## config.mk

```make
export PLATFORM = sky130hd
export DESIGN_NAME = bezier_degree_elevation_flat
export DESIGN_NICKNAME = d
export VERILOG_FILES = /design/src/bde_pkg.sv /design/src/bde_in_if.sv /design/src/bde_out_if.sv /design/src/bde_div.sv /design/src/bde_ctrl.sv /design/src/bde_datapath.sv /design/src/bezier_degree_elevation.sv /design/src/flat_wrapper.sv
export VERILOG_INCLUDE_DIRS = /design/src /design/src/src
export SDC_FILE = /design/constraint.sdc
export NUM_CORES = 2
export LEC_CHECK = 0
export ABC_CLOCK_PERIOD_IN_PS = 9550
export BUFFER_PORTS_ARGS = -buffer_cell sky130_fd_sc_hd__buf_2
export CELL_PAD_IN_SITES_DETAIL_PLACEMENT = 1
export CELL_PAD_IN_SITES_GLOBAL_PLACEMENT = 1
export CORE_UTILIZATION = 45
export DETAILED_ROUTE_END_ITERATION = 6
export PLACE_DENSITY_LB_ADDON = 0.08
export SLEW_MARGIN = 20
export SYNTH_ARGS = -nofsm -noshare
export SYNTH_HDL_FRONTEND = slang
export SYNTH_SLANG_ARGS = --single-unit
```

## constraint.sdc

```tcl
create_clock -name clk -period 9.55 [get_ports clk]
set_input_delay 0.4775 -clock clk [delete_from_list [all_inputs] [get_ports clk]]
set_output_delay 0.4775 -clock clk [all_outputs]
set_load 0.1 [all_outputs]
```

## src/bezier_degree_elevation_defines.svh

```systemverilog
// ----------------------------------------------------------------------------
// Bezier degree elevation: assertion macros
// Concurrent checks that compile away when SYNTHESIS is set.
// ----------------------------------------------------------------------------
`ifndef BEZIER_DEGREE_ELEVATION_DEFINES_SVH
`define BEZIER_DEGREE_ELEVATION_DEFINES_SVH

`ifndef SYNTHESIS
// Same-cycle implication, disabled while reset is asserted.
`define BDE_ASSERT_IMP(lbl, ck, rn, ante, cons) \
	lbl: assert property (@(posedge ck) disable iff (!rn) (ante) |-> (cons)) \
		else $error("bde: same-cycle check failed");
// Next-cycle implication, disabled while reset is asserted.
`define BDE_ASSERT_NXT(lbl, ck, rn, ante, cons) \
	lbl: assert property (@(posedge ck) disable iff (!rn) (ante) |=> (cons)) \
		else $error("bde: next-cycle check failed");
`else
`define BDE_ASSERT_IMP(lbl, ck, rn, ante, cons)
`define BDE_ASSERT_NXT(lbl, ck, rn, ante, cons)
`endif

`endif

```

## src/bde_pkg.sv

```systemverilog
// ----------------------------------------------------------------------------
// Bezier degree elevation package
// Widths, register codes, payload types and control types.
// ----------------------------------------------------------------------------
`default_nettype none

package bde_pkg;

	localparam int COORD_W    = 32;
	localparam int LANES      = 4;
	localparam int LANE_W     = 2;
	localparam int MAX_DEGREE = 15;
	localparam int DEG_W      = 4;
	localparam int DIM_W      = 3;
	localparam int M_W        = DEG_W + 1;
	localparam int IDX_W      = 5;
	localparam int FRAC_W     = 16;
	localparam int DIV_CNT_W  = $clog2(FRAC_W);
	localparam int DIFF_W     = COORD_W + 1;
	localparam int PROD_W     = DIFF_W + FRAC_W + 1;
	localparam int CFG_W      = 4;
	localparam int CFG_IDX_W  = 1;

	localparam logic [CFG_IDX_W-1:0] CFG_CURVE_DEGREE    = 1'b0;
	localparam logic [CFG_IDX_W-1:0] CFG_DIMENSION_COUNT = 1'b1;

	typedef logic signed [COORD_W-1:0] coord_t;

	typedef struct packed {
		coord_t coord_x;
		coord_t coord_y;
		coord_t coord_z;
		coord_t coord_w;
	} pt_in_t;

	typedef struct packed {
		coord_t             out_x;
		coord_t             out_y;
		coord_t             out_z;
		coord_t             out_w;
		logic [IDX_W-1:0]   point_index;
		logic               last_point;
	} pt_out_t;

	typedef enum logic [2:0] {
		ST_IDLE,
		ST_CHECK,
		ST_DIV,
		ST_MUL,
		ST_DRAIN,
		ST_PUT1,
		ST_PUT2
	} bde_state_t;

	typedef struct packed {
		logic              take;
		logic              div_go;
		logic              mul_go;
		logic [LANE_W-1:0] mul_lane;
		logic              put_blend;
		logic              put_tail;
	} bde_cmd_t;

	typedef struct packed {
		logic first;
		logic last;
		logic div_done;
		logic out_free;
	} bde_sts_t;

endpackage

`default_nettype wire

```

## src/bde_in_if.sv

```systemverilog
// ----------------------------------------------------------------------------
// Control point channel
// Valid/ready channel that carries one input control point.
// ----------------------------------------------------------------------------
`default_nettype none

interface bde_in_if import bde_pkg::*; ();
	logic   valid;
	logic   ready;
	pt_in_t data;

	modport source (output valid, output data, input ready);
	modport sink (input valid, input data, output ready);
endinterface

`default_nettype wire

```

## src/bde_out_if.sv

```systemverilog
// ----------------------------------------------------------------------------
// Elevated point channel
// Valid/ready channel that carries one elevated control point.
// ----------------------------------------------------------------------------
`default_nettype none

interface bde_out_if import bde_pkg::*; ();
	logic    valid;
	logic    ready;
	pt_out_t data;

	modport source (output valid, output data, input ready);
	modport sink (input valid, input data, output ready);
endinterface

`default_nettype wire

```

## src/bde_div.sv

```systemverilog
// ----------------------------------------------------------------------------
// Blend weight divider
// Restoring divider, one quotient bit per cycle, for alpha = N / (n+1).
// ----------------------------------------------------------------------------
`default_nettype none

module bde_div import bde_pkg::*; (
	input  wire logic              clk,
	input  wire logic              arst_n,
	input  wire logic              start,
	input  wire logic [DEG_W-1:0]  num_hi,
	input  wire logic [FRAC_W-1:0] num_lo,
	input  wire logic [M_W-1:0]    den,
	output logic                   done,
	output logic [FRAC_W-1:0]      quot
);

	logic                 busy_q;
	logic                 done_q;
	logic [DIV_CNT_W-1:0] cnt_q;
	logic [M_W-1:0]       rem_q;
	logic [FRAC_W-1:0]    lo_q;
	logic [FRAC_W-1:0]    quo_q;

	logic [M_W:0] trial;
	logic [M_W:0] trial_sub;
	logic         q_bit;

	// The remainder always stays below the divisor, so one extra bit holds the trial.
	assign trial     = {rem_q, lo_q[FRAC_W-1]};
	assign trial_sub = trial - {1'b0, den};
	assign q_bit     = (trial >= {1'b0, den});

	always_ff @(posedge clk or negedge arst_n) begin
		if (!arst_n) begin
			busy_q <= 1'b0;
			done_q <= 1'b0;
			cnt_q  <= '0;
		end else begin
			done_q <= 1'b0;
			if (start) begin
				busy_q <= 1'b1;
				cnt_q  <= '0;
			end else if (busy_q) begin
				cnt_q <= cnt_q + DIV_CNT_W'(1);
				if (cnt_q == DIV_CNT_W'(FRAC_W - 1)) begin
					busy_q <= 1'b0;
					done_q <= 1'b1;
				end
			end
		end
	end

	always_ff @(posedge clk) begin
		if (start) begin
			rem_q <= M_W'(num_hi);
			lo_q  <= num_lo;
			quo_q <= '0;
		end else if (busy_q) begin
			rem_q <= q_bit ? trial_sub[M_W-1:0] : trial[M_W-1:0];
			lo_q  <= {lo_q[FRAC_W-2:0], 1'b0};
			quo_q <= {quo_q[FRAC_W-2:0], q_bit};
		end
	end

	assign done = done_q;
	assign quot = quo_q;

endmodule

`default_nettype wire

```

## src/bde_ctrl.sv

```systemverilog
// ----------------------------------------------------------------------------
// Bezier degree elevation controller
// Sequences take, divide, per-lane blend and the one or two output loads.
// ----------------------------------------------------------------------------
`default_nettype none

module bde_ctrl import bde_pkg::*; (
	input  wire logic     clk,
	input  wire logic     arst_n,
	input  wire logic     in_valid,
	output logic          in_ready,
	input  wire bde_sts_t sts,
	output bde_cmd_t      cmd
);

	bde_state_t        state_q;
	bde_state_t        state_d;
	logic [LANE_W-1:0] lane_q;

	always_ff @(posedge clk or negedge arst_n) begin
		if (!arst_n) begin
			state_q <= ST_IDLE;
			lane_q  <= '0;
		end else begin
			state_q <= state_d;
			if (state_q == ST_MUL) begin
				lane_q <= lane_q + LANE_W'(1);
			end else begin
				lane_q <= '0;
			end
		end
	end

	always_comb begin
		state_d  = state_q;
		cmd      = '0;
		in_ready = 1'b0;
		unique case (state_q)
			ST_IDLE: begin
				in_ready = 1'b1;
				if (in_valid) begin
					cmd.take = 1'b1;
					state_d  = ST_CHECK;
				end
			end
			ST_CHECK: begin
				if (sts.first) begin
					state_d = ST_PUT1;
				end else begin
					cmd.div_go = 1'b1;
					state_d    = ST_DIV;
				end
			end
			ST_DIV: begin
				if (sts.div_done) begin
					state_d = ST_MUL;
				end
			end
			ST_MUL: begin
				cmd.mul_go   = 1'b1;
				cmd.mul_lane = lane_q;
				if (lane_q == LANE_W'(LANES - 1)) begin
					state_d = ST_DRAIN;
				end
			end
			ST_DRAIN: begin
				state_d = ST_PUT1;
			end
			ST_PUT1: begin
				if (sts.out_free) begin
					cmd.put_blend = 1'b1;
					state_d       = sts.last ? ST_PUT2 : ST_IDLE;
				end
			end
			ST_PUT2: begin
				if (sts.out_free) begin
					cmd.put_tail = 1'b1;
					state_d      = ST_IDLE;
				end
			end
			default: begin
				state_d = ST_IDLE;
			end
		endcase
	end

endmodule

`default_nettype wire

```

## src/bde_datapath.sv

```systemverilog
// ----------------------------------------------------------------------------
// Bezier degree elevation datapath
// Configuration, point and index state, blend lanes and output register.
// ----------------------------------------------------------------------------
`default_nettype none

module bde_datapath import bde_pkg::*; (
	input  wire logic                 clk,
	input  wire logic                 arst_n,
	input  wire logic                 cfg_we,
	input  wire logic [CFG_IDX_W-1:0] cfg_index,
	input  wire logic [CFG_W-1:0]     cfg_data,
	input  wire pt_in_t               in_data,
	input  wire logic                 out_ready,
	output logic                      out_valid,
	output pt_out_t                   out_data,
	input  wire bde_cmd_t             cmd,
	output bde_sts_t                  sts
);

	localparam logic [FRAC_W-1:0] HALF_LSB = FRAC_W'(1) << (FRAC_W - 1);

	logic [DEG_W-1:0] deg_q;
	logic [DIM_W-1:0] dim_q;
	logic [DEG_W-1:0] idx_q;
	logic [DEG_W-1:0] k_q;
	logic             first_q;
	logic             last_q;
	coord_t           prev_q [LANES];
	coord_t           res_q  [LANES];
	logic signed [DIFF_W-1:0] diff_q [LANES];

	logic                     mvalid_s1;
	logic [LANE_W-1:0]        lane_s1;
	logic signed [PROD_W-1:0] prod_s1;

	logic                 out_valid_q;
	pt_out_t              out_q;

	coord_t               cur     [LANES];
	coord_t               sel_out [LANES];
	logic [LANES-1:0]     lane_en;
	logic [DEG_W-1:0]     k_eff;
	logic [M_W-1:0]       m_val;
	logic [FRAC_W-1:0]    alpha;
	logic                 div_done;
	coord_t               blend_cur;
	logic signed [PROD_W-1:0] blend_sum;

	assign cur[0] = in_data.coord_x;
	assign cur[1] = in_data.coord_y;
	assign cur[2] = in_data.coord_z;
	assign cur[3] = in_data.coord_w;

	// A stale index above a lowered degree restarts the curve.
	assign k_eff = (idx_q > deg_q) ? '0 : idx_q;
	assign m_val = M_W'(deg_q) + M_W'(1);

	always_ff @(posedge clk or negedge arst_n) begin
		if (!arst_n) begin
			deg_q <= DEG_W'(3);
			dim_q <= DIM_W'(3);
		end else if (cfg_we) begin
			unique case (cfg_index)
				CFG_CURVE_DEGREE: begin
					deg_q <= (cfg_data > CFG_W'(MAX_DEGREE)) ? DEG_W'(MAX_DEGREE)
						: cfg_data[DEG_W-1:0];
				end
				CFG_DIMENSION_COUNT: begin
					dim_q <= (cfg_data[DIM_W-1:0] > DIM_W'(LANES)) ? DIM_W'(LANES)
						: cfg_data[DIM_W-1:0];
				end
				default: begin
				end
			endcase
		end
	end

	always_ff @(posedge clk or negedge arst_n) begin
		if (!arst_n) begin
			idx_q   <= '0;
			first_q <= 1'b0;
			last_q  <= 1'b0;
		end else if (cmd.take) begin
			idx_q   <= (k_eff == deg_q) ? '0 : k_eff + DEG_W'(1);
			first_q <= (k_eff == '0);
			last_q  <= (k_eff == deg_q);
		end
	end

	always_ff @(posedge clk or negedge arst_n) begin
		if (!arst_n) begin
			for (int l = 0; l < LANES; l++) begin
				prev_q[l] <= '0;
			end
		end else if (cmd.take) begin
			for (int l = 0; l < LANES; l++) begin
				prev_q[l] <= cur[l];
			end
		end
	end

	bde_div u_div (
		.clk    (clk),
		.arst_n (arst_n),
		.start  (cmd.div_go),
		.num_hi (k_q),
		.num_lo (FRAC_W'(m_val[M_W-1:1])),
		.den    (m_val),
		.done   (div_done),
		.quot   (alpha)
	);

	// Q = cur + alpha * (prev - cur), rounded: the constant half LSB rides in the
	// otherwise empty fraction bits of cur, so one add finishes the lane.
	assign blend_cur = res_q[lane_s1];
	assign blend_sum = $signed({{(PROD_W - COORD_W - FRAC_W){blend_cur[COORD_W-1]}},
		blend_cur, HALF_LSB}) + prod_s1;

	always_ff @(posedge clk or negedge arst_n) begin
		if (!arst_n) begin
			mvalid_s1 <= 1'b0;
		end else begin
			mvalid_s1 <= cmd.mul_go;
		end
	end

	always_ff @(posedge clk) begin
		if (cmd.take) begin
			k_q <= k_eff;
			for (int l = 0; l < LANES; l++) begin
				res_q[l]  <= cur[l];
				diff_q[l] <= {prev_q[l][COORD_W-1], prev_q[l]} - {cur[l][COORD_W-1], cur[l]};
			end
		end else if (mvalid_s1) begin
			res_q[lane_s1] <= blend_sum[FRAC_W +: COORD_W];
		end
		if (cmd.mul_go) begin
			lane_s1 <= cmd.mul_lane;
			prod_s1 <= diff_q[cmd.mul_lane] * $signed({1'b0, alpha});
		end
	end

	always_comb begin
		for (int l = 0; l < LANES; l++) begin
			lane_en[l] = ({1'b0, LANE_W'(l)} < dim_q);
			if (!lane_en[l]) begin
				sel_out[l] = '0;
			end else if (cmd.put_tail) begin
				sel_out[l] = prev_q[l];
			end else begin
				sel_out[l] = res_q[l];
			end
		end
	end

	always_ff @(posedge clk or negedge arst_n) begin
		if (!arst_n) begin
			out_valid_q <= 1'b0;
		end else if (cmd.put_blend || cmd.put_tail) begin
			out_valid_q <= 1'b1;
		end else if (out_ready) begin
			out_valid_q <= 1'b0;
		end
	end

	always_ff @(posedge clk) begin
		if (cmd.put_blend || cmd.put_tail) begin
			out_q.out_x       <= sel_out[0];
			out_q.out_y       <= sel_out[1];
			out_q.out_z       <= sel_out[2];
			out_q.out_w       <= sel_out[3];
			out_q.point_index <= cmd.put_tail ? IDX_W'(deg_q) + IDX_W'(1) : IDX_W'(k_q);
			out_q.last_point  <= cmd.put_tail;
		end
	end

	assign out_valid    = out_valid_q;
	assign out_data     = out_q;
	assign sts.first    = first_q;
	assign sts.last     = last_q;
	assign sts.div_done = div_done;
	assign sts.out_free = !out_valid_q || out_ready;

endmodule

`default_nettype wire

```

## src/bezier_degree_elevation.sv

```systemverilog
// ----------------------------------------------------------------------------
// Bezier degree elevation
// Streams the n+2 control points of the elevated curve from n+1 input points.
// ----------------------------------------------------------------------------
//
//   Channel    Dir  Handshake          Payload
//   ---------  ---  -----------------  -----------------------------------------
//   ctrl_pts   in   valid / ready      coord_x, coord_y, coord_z, coord_w
//   elev_pts   out  valid / ready      out_x..out_w, point_index, last_point
//   cfg        in   cfg_we             cfg_index, cfg_data (write only)
//
// The first point of a curve goes from take through check straight to the
// output load. Every later point is taken and checked, then passes the serial divider that
// forms alpha = k/(n+1) one quotient bit per cycle, then the single shared
// multiplier that blends one lane per cycle, a drain step and the load.
// The final point of a curve then loads a second result, the closing point.
// Reset clears the control state, the stored point and the index, and sets the
// degree and dimension registers to 3. Output stalls back up only once the
// single output register is full and a new result is ready to load.
// ----------------------------------------------------------------------------
`default_nettype none

`include "bezier_degree_elevation_defines.svh"

module bezier_degree_elevation import bde_pkg::*; (
	input  wire logic                 clk,
	input  wire logic                 arst_n,
	input  wire logic                 cfg_we,
	input  wire logic [CFG_IDX_W-1:0] cfg_index,
	input  wire logic [CFG_W-1:0]     cfg_data,
	bde_in_if.sink                    ctrl_pts,
	bde_out_if.source                 elev_pts
);

	// Commands from the sequencer and status back from the datapath.
	bde_cmd_t cmd;
	bde_sts_t sts;

	// The controller accepts a request only when the previous point is fully
	// handed to the output register, so at most one item is in flight.
	bde_ctrl u_ctrl (
		.clk      (clk),
		.arst_n   (arst_n),
		.in_valid (ctrl_pts.valid),
		.in_ready (ctrl_pts.ready),
		.sts      (sts),
		.cmd      (cmd)
	);

	// The datapath keeps the configuration, the previous point and the point
	// index, runs the divider and blend lanes, and owns the output register
	// that lets a new request in while a result still waits downstream.
	bde_datapath u_dp (
		.clk       (clk),
		.arst_n    (arst_n),
		.cfg_we    (cfg_we),
		.cfg_index (cfg_index),
		.cfg_data  (cfg_data),
		.in_data   (ctrl_pts.data),
		.out_ready (elev_pts.ready),
		.out_valid (elev_pts.valid),
		.out_data  (elev_pts.data),
		.cmd       (cmd),
		.sts       (sts)
	);

	// A new point never lands in the same cycle as an output load.
	`BDE_ASSERT_IMP(a_no_put_on_take, clk, arst_n, cmd.take, !(cmd.put_blend || cmd.put_tail))
	// After a request is taken the block works on it before taking another.
	`BDE_ASSERT_NXT(a_one_in_flight, clk, arst_n, ctrl_pts.valid && ctrl_pts.ready, !ctrl_pts.ready)
	// The closing point is only produced for the last input of a curve.
	`BDE_ASSERT_IMP(a_tail_only_last, clk, arst_n, cmd.put_tail, sts.last)
	// The closing point of the elevated curve never carries index zero.
	`BDE_ASSERT_IMP(a_last_index, clk, arst_n, elev_pts.valid && elev_pts.data.last_point, elev_pts.data.point_index != '0)

endmodule

`default_nettype wire

```

## src/flat_wrapper.sv

```systemverilog
// flat-port wrapper written by rule: the top's interface ports become plain ports
module bezier_degree_elevation_flat import bde_pkg::*;
  (clk, arst_n, cfg_we, cfg_index, cfg_data, ctrl_pts_valid, ctrl_pts_data, ctrl_pts_ready, elev_pts_valid, elev_pts_data, elev_pts_ready);
  bde_in_if ctrl_pts_i ();
  bde_out_if elev_pts_i ();
  input  wire logic clk;
  input  wire logic arst_n;
  input  wire logic cfg_we;
  input  wire logic [CFG_IDX_W-1:0] cfg_index;
  input  wire logic [CFG_W-1:0] cfg_data;
  input wire logic [$bits(ctrl_pts_i.valid)-1:0] ctrl_pts_valid;
  input wire logic [$bits(ctrl_pts_i.data)-1:0] ctrl_pts_data;
  output wire logic [$bits(ctrl_pts_i.ready)-1:0] ctrl_pts_ready;
  output wire logic [$bits(elev_pts_i.valid)-1:0] elev_pts_valid;
  output wire logic [$bits(elev_pts_i.data)-1:0] elev_pts_data;
  input wire logic [$bits(elev_pts_i.ready)-1:0] elev_pts_ready;
  assign ctrl_pts_i.valid = ctrl_pts_valid;
  assign ctrl_pts_i.data = ctrl_pts_data;
  assign ctrl_pts_ready = ctrl_pts_i.ready;
  assign elev_pts_valid = elev_pts_i.valid;
  assign elev_pts_data = elev_pts_i.data;
  assign elev_pts_i.ready = elev_pts_ready;
  bezier_degree_elevation u_core (.clk(clk), .arst_n(arst_n), .cfg_we(cfg_we), .cfg_index(cfg_index), .cfg_data(cfg_data), .ctrl_pts(ctrl_pts_i), .elev_pts(elev_pts_i));
endmodule
```

==> results by group <==
Synth
  – Post-Synthesis Cell Area: 50,770 µm²
  – Mapped Nets: 6,129
  – FF+latch count, synth: approximately 630
  – Top cells by area, synth: edfxtp_1, fa_1, dfrtp_1
  – Post-synth top flop: edfxtp_1
  – Synth area leader: edfxtp_1
  – Yosys top cell area share: 0.2608
  – Number of synthesized flops with an enable pin: 441
  – Yosys warning total: 0
  – Gate Count Post-Synth: 5,211
  – Synth cell types: between 70 and 80
  – Post-synthesis average cell area: 9.743 µm²
  – Seq/Total Area, Yosys: 0.3491
  – Asr flop ratio synth: 0.2460

Run status
  – Outcome: finished, final reports clean

Place
  – Port buffer count: 273
  – GPL Wtd Cong: 0.9152
  – Hpwl dp: between 100 and 150 mm

Job
  – Max_cap viols: 0

Floorplan
  – Die X: 337.9 µm
  – CORE AREA: 111,300 µm²
  – Initial Util: 0.4562
  – Die area: 114,200 µm²
  – Num ports: 274
  – Num rows: 122
  – Die height: 337.9 µm

GRT
  – Largest net degree at the start of global routing: 131
  – Global-route wire length before repair: 250.1 mm
  – GRT Total Usage: 0.2935
  – GR Overflow Total: 0
  – Vias in the first global route: 40,500
  – Initial antenna violation count: 16

CTS
  – Setup bufs post-CTS: 0
  – Clk buf depth: 3
  – CTS Root Cell: clkbuf_16
  – CTS tree: built
  – CTS Sinks: 626
  – Register clock-pin slew on the reported worst setup and hold paths: 0.06 ns
  – Num CTS Buffers: 76
  – H-Tree Depth: 3
  – Worst skew pair latency: 0.66 ns

Setup path
  – Req. time, crit path: 9.93 ns
  – CP max stage delay: 0.67 ns
  – R2R depth: 29
  – Crit Path Category: reg -> reg
  – Crit path from: u_core.u_ctrl.state_q[1]
  – CP max-delay cell: a31oi_2
  – CP Launch Type: flop
  – Worst reg2reg startpoint: u_core.u_ctrl.state_q[1]
  – Critical path arrival: 9.26 ns
  – WP buf/inv: 7
  – CP top delay family: adder cells
  – Crit path capture type: flop
  – WP depth: 29
  – Crit-path most repeated cell: fa_1
  – Critical Path Fanout Max: 34

STA
  – RSZ-0062 raised after global routing: no
  – Fmax: approximately 0.11 GHz
  – Clock skew: between 0.02 and 0.03 ns
  – Final hold vios: 0
  – Relative slew slack: 0.1515
  – Fin Setup TNS: 0 ns
  – Final period util: 0.9293
  – Max Slew Vio Count: 0
  – Min cycle time layout: roughly 8.9 ns
  – Final setup violation count: 0
  – Slew @ Worst Pin: 1.253 ns

Detailed routing
  – First-pass DRT Iterations: 5
  – Number of remaining DRC errors: 0
  – Via count: approximately 38,000
  – Routed Antenna Nets: 0
  – Total length of routed wires: around 160 mm
  – Via density: ~5.5
  – Iteration-0 DRC Markers: 2,895
  – DR WL/cell: approximately 24 µm

Finish
  – Most common cell after layout, fill and taps aside: nand2_1
  – Share of cells above drive strength 1: 0.1093
  – Most frequent cells in the layout: nand2_1, inv_1, fa_1, edfxtp_1, o21ai_0
  – Layout area overhead: 11.36%
  – Nets: 6,325

Worst hold path
  – HP Class: in -> reg
  – Hold_sp: cfg_data[0]
  – Hold path depth: 3
synth_stat cells (all sizes together) (30+ instances only):
cell and n:
nor2 138, clkbuf 195, o21a 32, inv 794
fa 495, and2 237, nor2b 70, ha 285
nand2 943, a21o 87, o21ai 312, nand2b 36
nor3 33, dfrtp 150, xnor2 121, dfxtp 31
mux4 32, mux2 30, mux2i 34, buf 34
a211oi 47, edfxtp 441, a21oi 264, a31oi 51
a21boi 40, nand3 35, xor2 64
through the flow:
stage	std cells	cell area, µm²	util	setup slack, ns	hold WS (ns)
after detailed placement	6816	53850	0.4839	0.5062	0.4738
final	6962	56540	0.5081	0.6754	0.07090
after CTS	6959	56510	0.5078	0.4866	0.02479
after global routing	6960	56530	0.5080	0.1269	0.05948
after global placement	6816	53840	0.4838	0.6300	0.4719
after floorplan	5211	50770	-	0.8143	0.1819
path summary, 6_finish.rpt:
check | slack (ns) | endpoint
hold / removal | 0.07 | u_core.u_dp.dim_q[0]
setup / recovery | 0.68 | u_core.u_dp.prod_s1[47]
hold reg to reg | 0.49 | u_core.u_dp.u_div.lo_q[7]
setup reg to reg | 0.68 | u_core.u_dp.prod_s1[47]
max in group asynchronous | 7.84 | u_core.u_dp.u_div.busy_q
min in group asynchronous | 0.36 | u_core.u_dp.prev_q[64]
sequential cells by signal, indices dropped and copies added, names as in the netlist, 5 cells and up, named ones only:
register,cells
u_core.u_dp.out_data,134
u_core.u_dp.diff_q,132
u_core.u_dp.prev_q,128
u_core.u_dp.res_q,128
u_core.u_dp.prod_s1,33
u_core.u_dp.u_div.lo_q,16
u_core.u_dp.u_div.quot,16
u_core.u_dp.u_div.rem_q,5
what timing repair did:
action	in CTS	in global routing
resized for setup	0	1
endpoints found under the setup margin	0	1
endpoints found under the hold margin	53	0
hold buffers	1	0
cells by family (layout without fill, tap and decap cells):
family                     after synthesis  in the layout  synth area share
buffers and inverters                 1024           1284           0.07571
adders and majority gates              780            780            0.2654
muxes                                   96             96           0.02755
AOI/OAI and AO/OA                      941            941            0.1124
and+or+nand+nor                       1559           1559            0.1380
DFF                                    626            626            0.3491
xor gates and xnor gates               185            185           0.03191
other                                    0              3                 0
final cells by class:
cell class	count	area, µm²
Antenna cell	3	7.507
Clock buffer	93	2006
Clock inverter	49	651.9
Fill cell	12520	54740
Inverter	795	2992
Multi-Input combinational cell	3561	29320
Sequential cell	626	17740
Tap cell	1488	1862
Timing Repair Buffer	347	1958
metal layers:
layer | global-route usage | vias up | wire, µm
li1 | - | 17370 | -
met1 | 0.4373 | 19730 | 78480
met2 | 0.4558 | 943 | 73550
met3 | 0.04250 | 172 | 9592
met4 | 0.05545 | 4 | 2586
met5 | 0 | - | 23
worst register-to-register path: cells and delay by family, from the launching register on:
family	cells	cell delay [ns]
DFF	1	0.36
adders and majority gates	7	3.44
buffers and inverters	7	0.99
and+or+nand+nor	6	0.93
AOI/OAI and AO/OA	8	2.77
xor gates and xnor gates	1	0.13
Power is left out: the tool's default activity adds up to more than one toggle a clock period on the data nets, which glitch-free logic cannot reach.
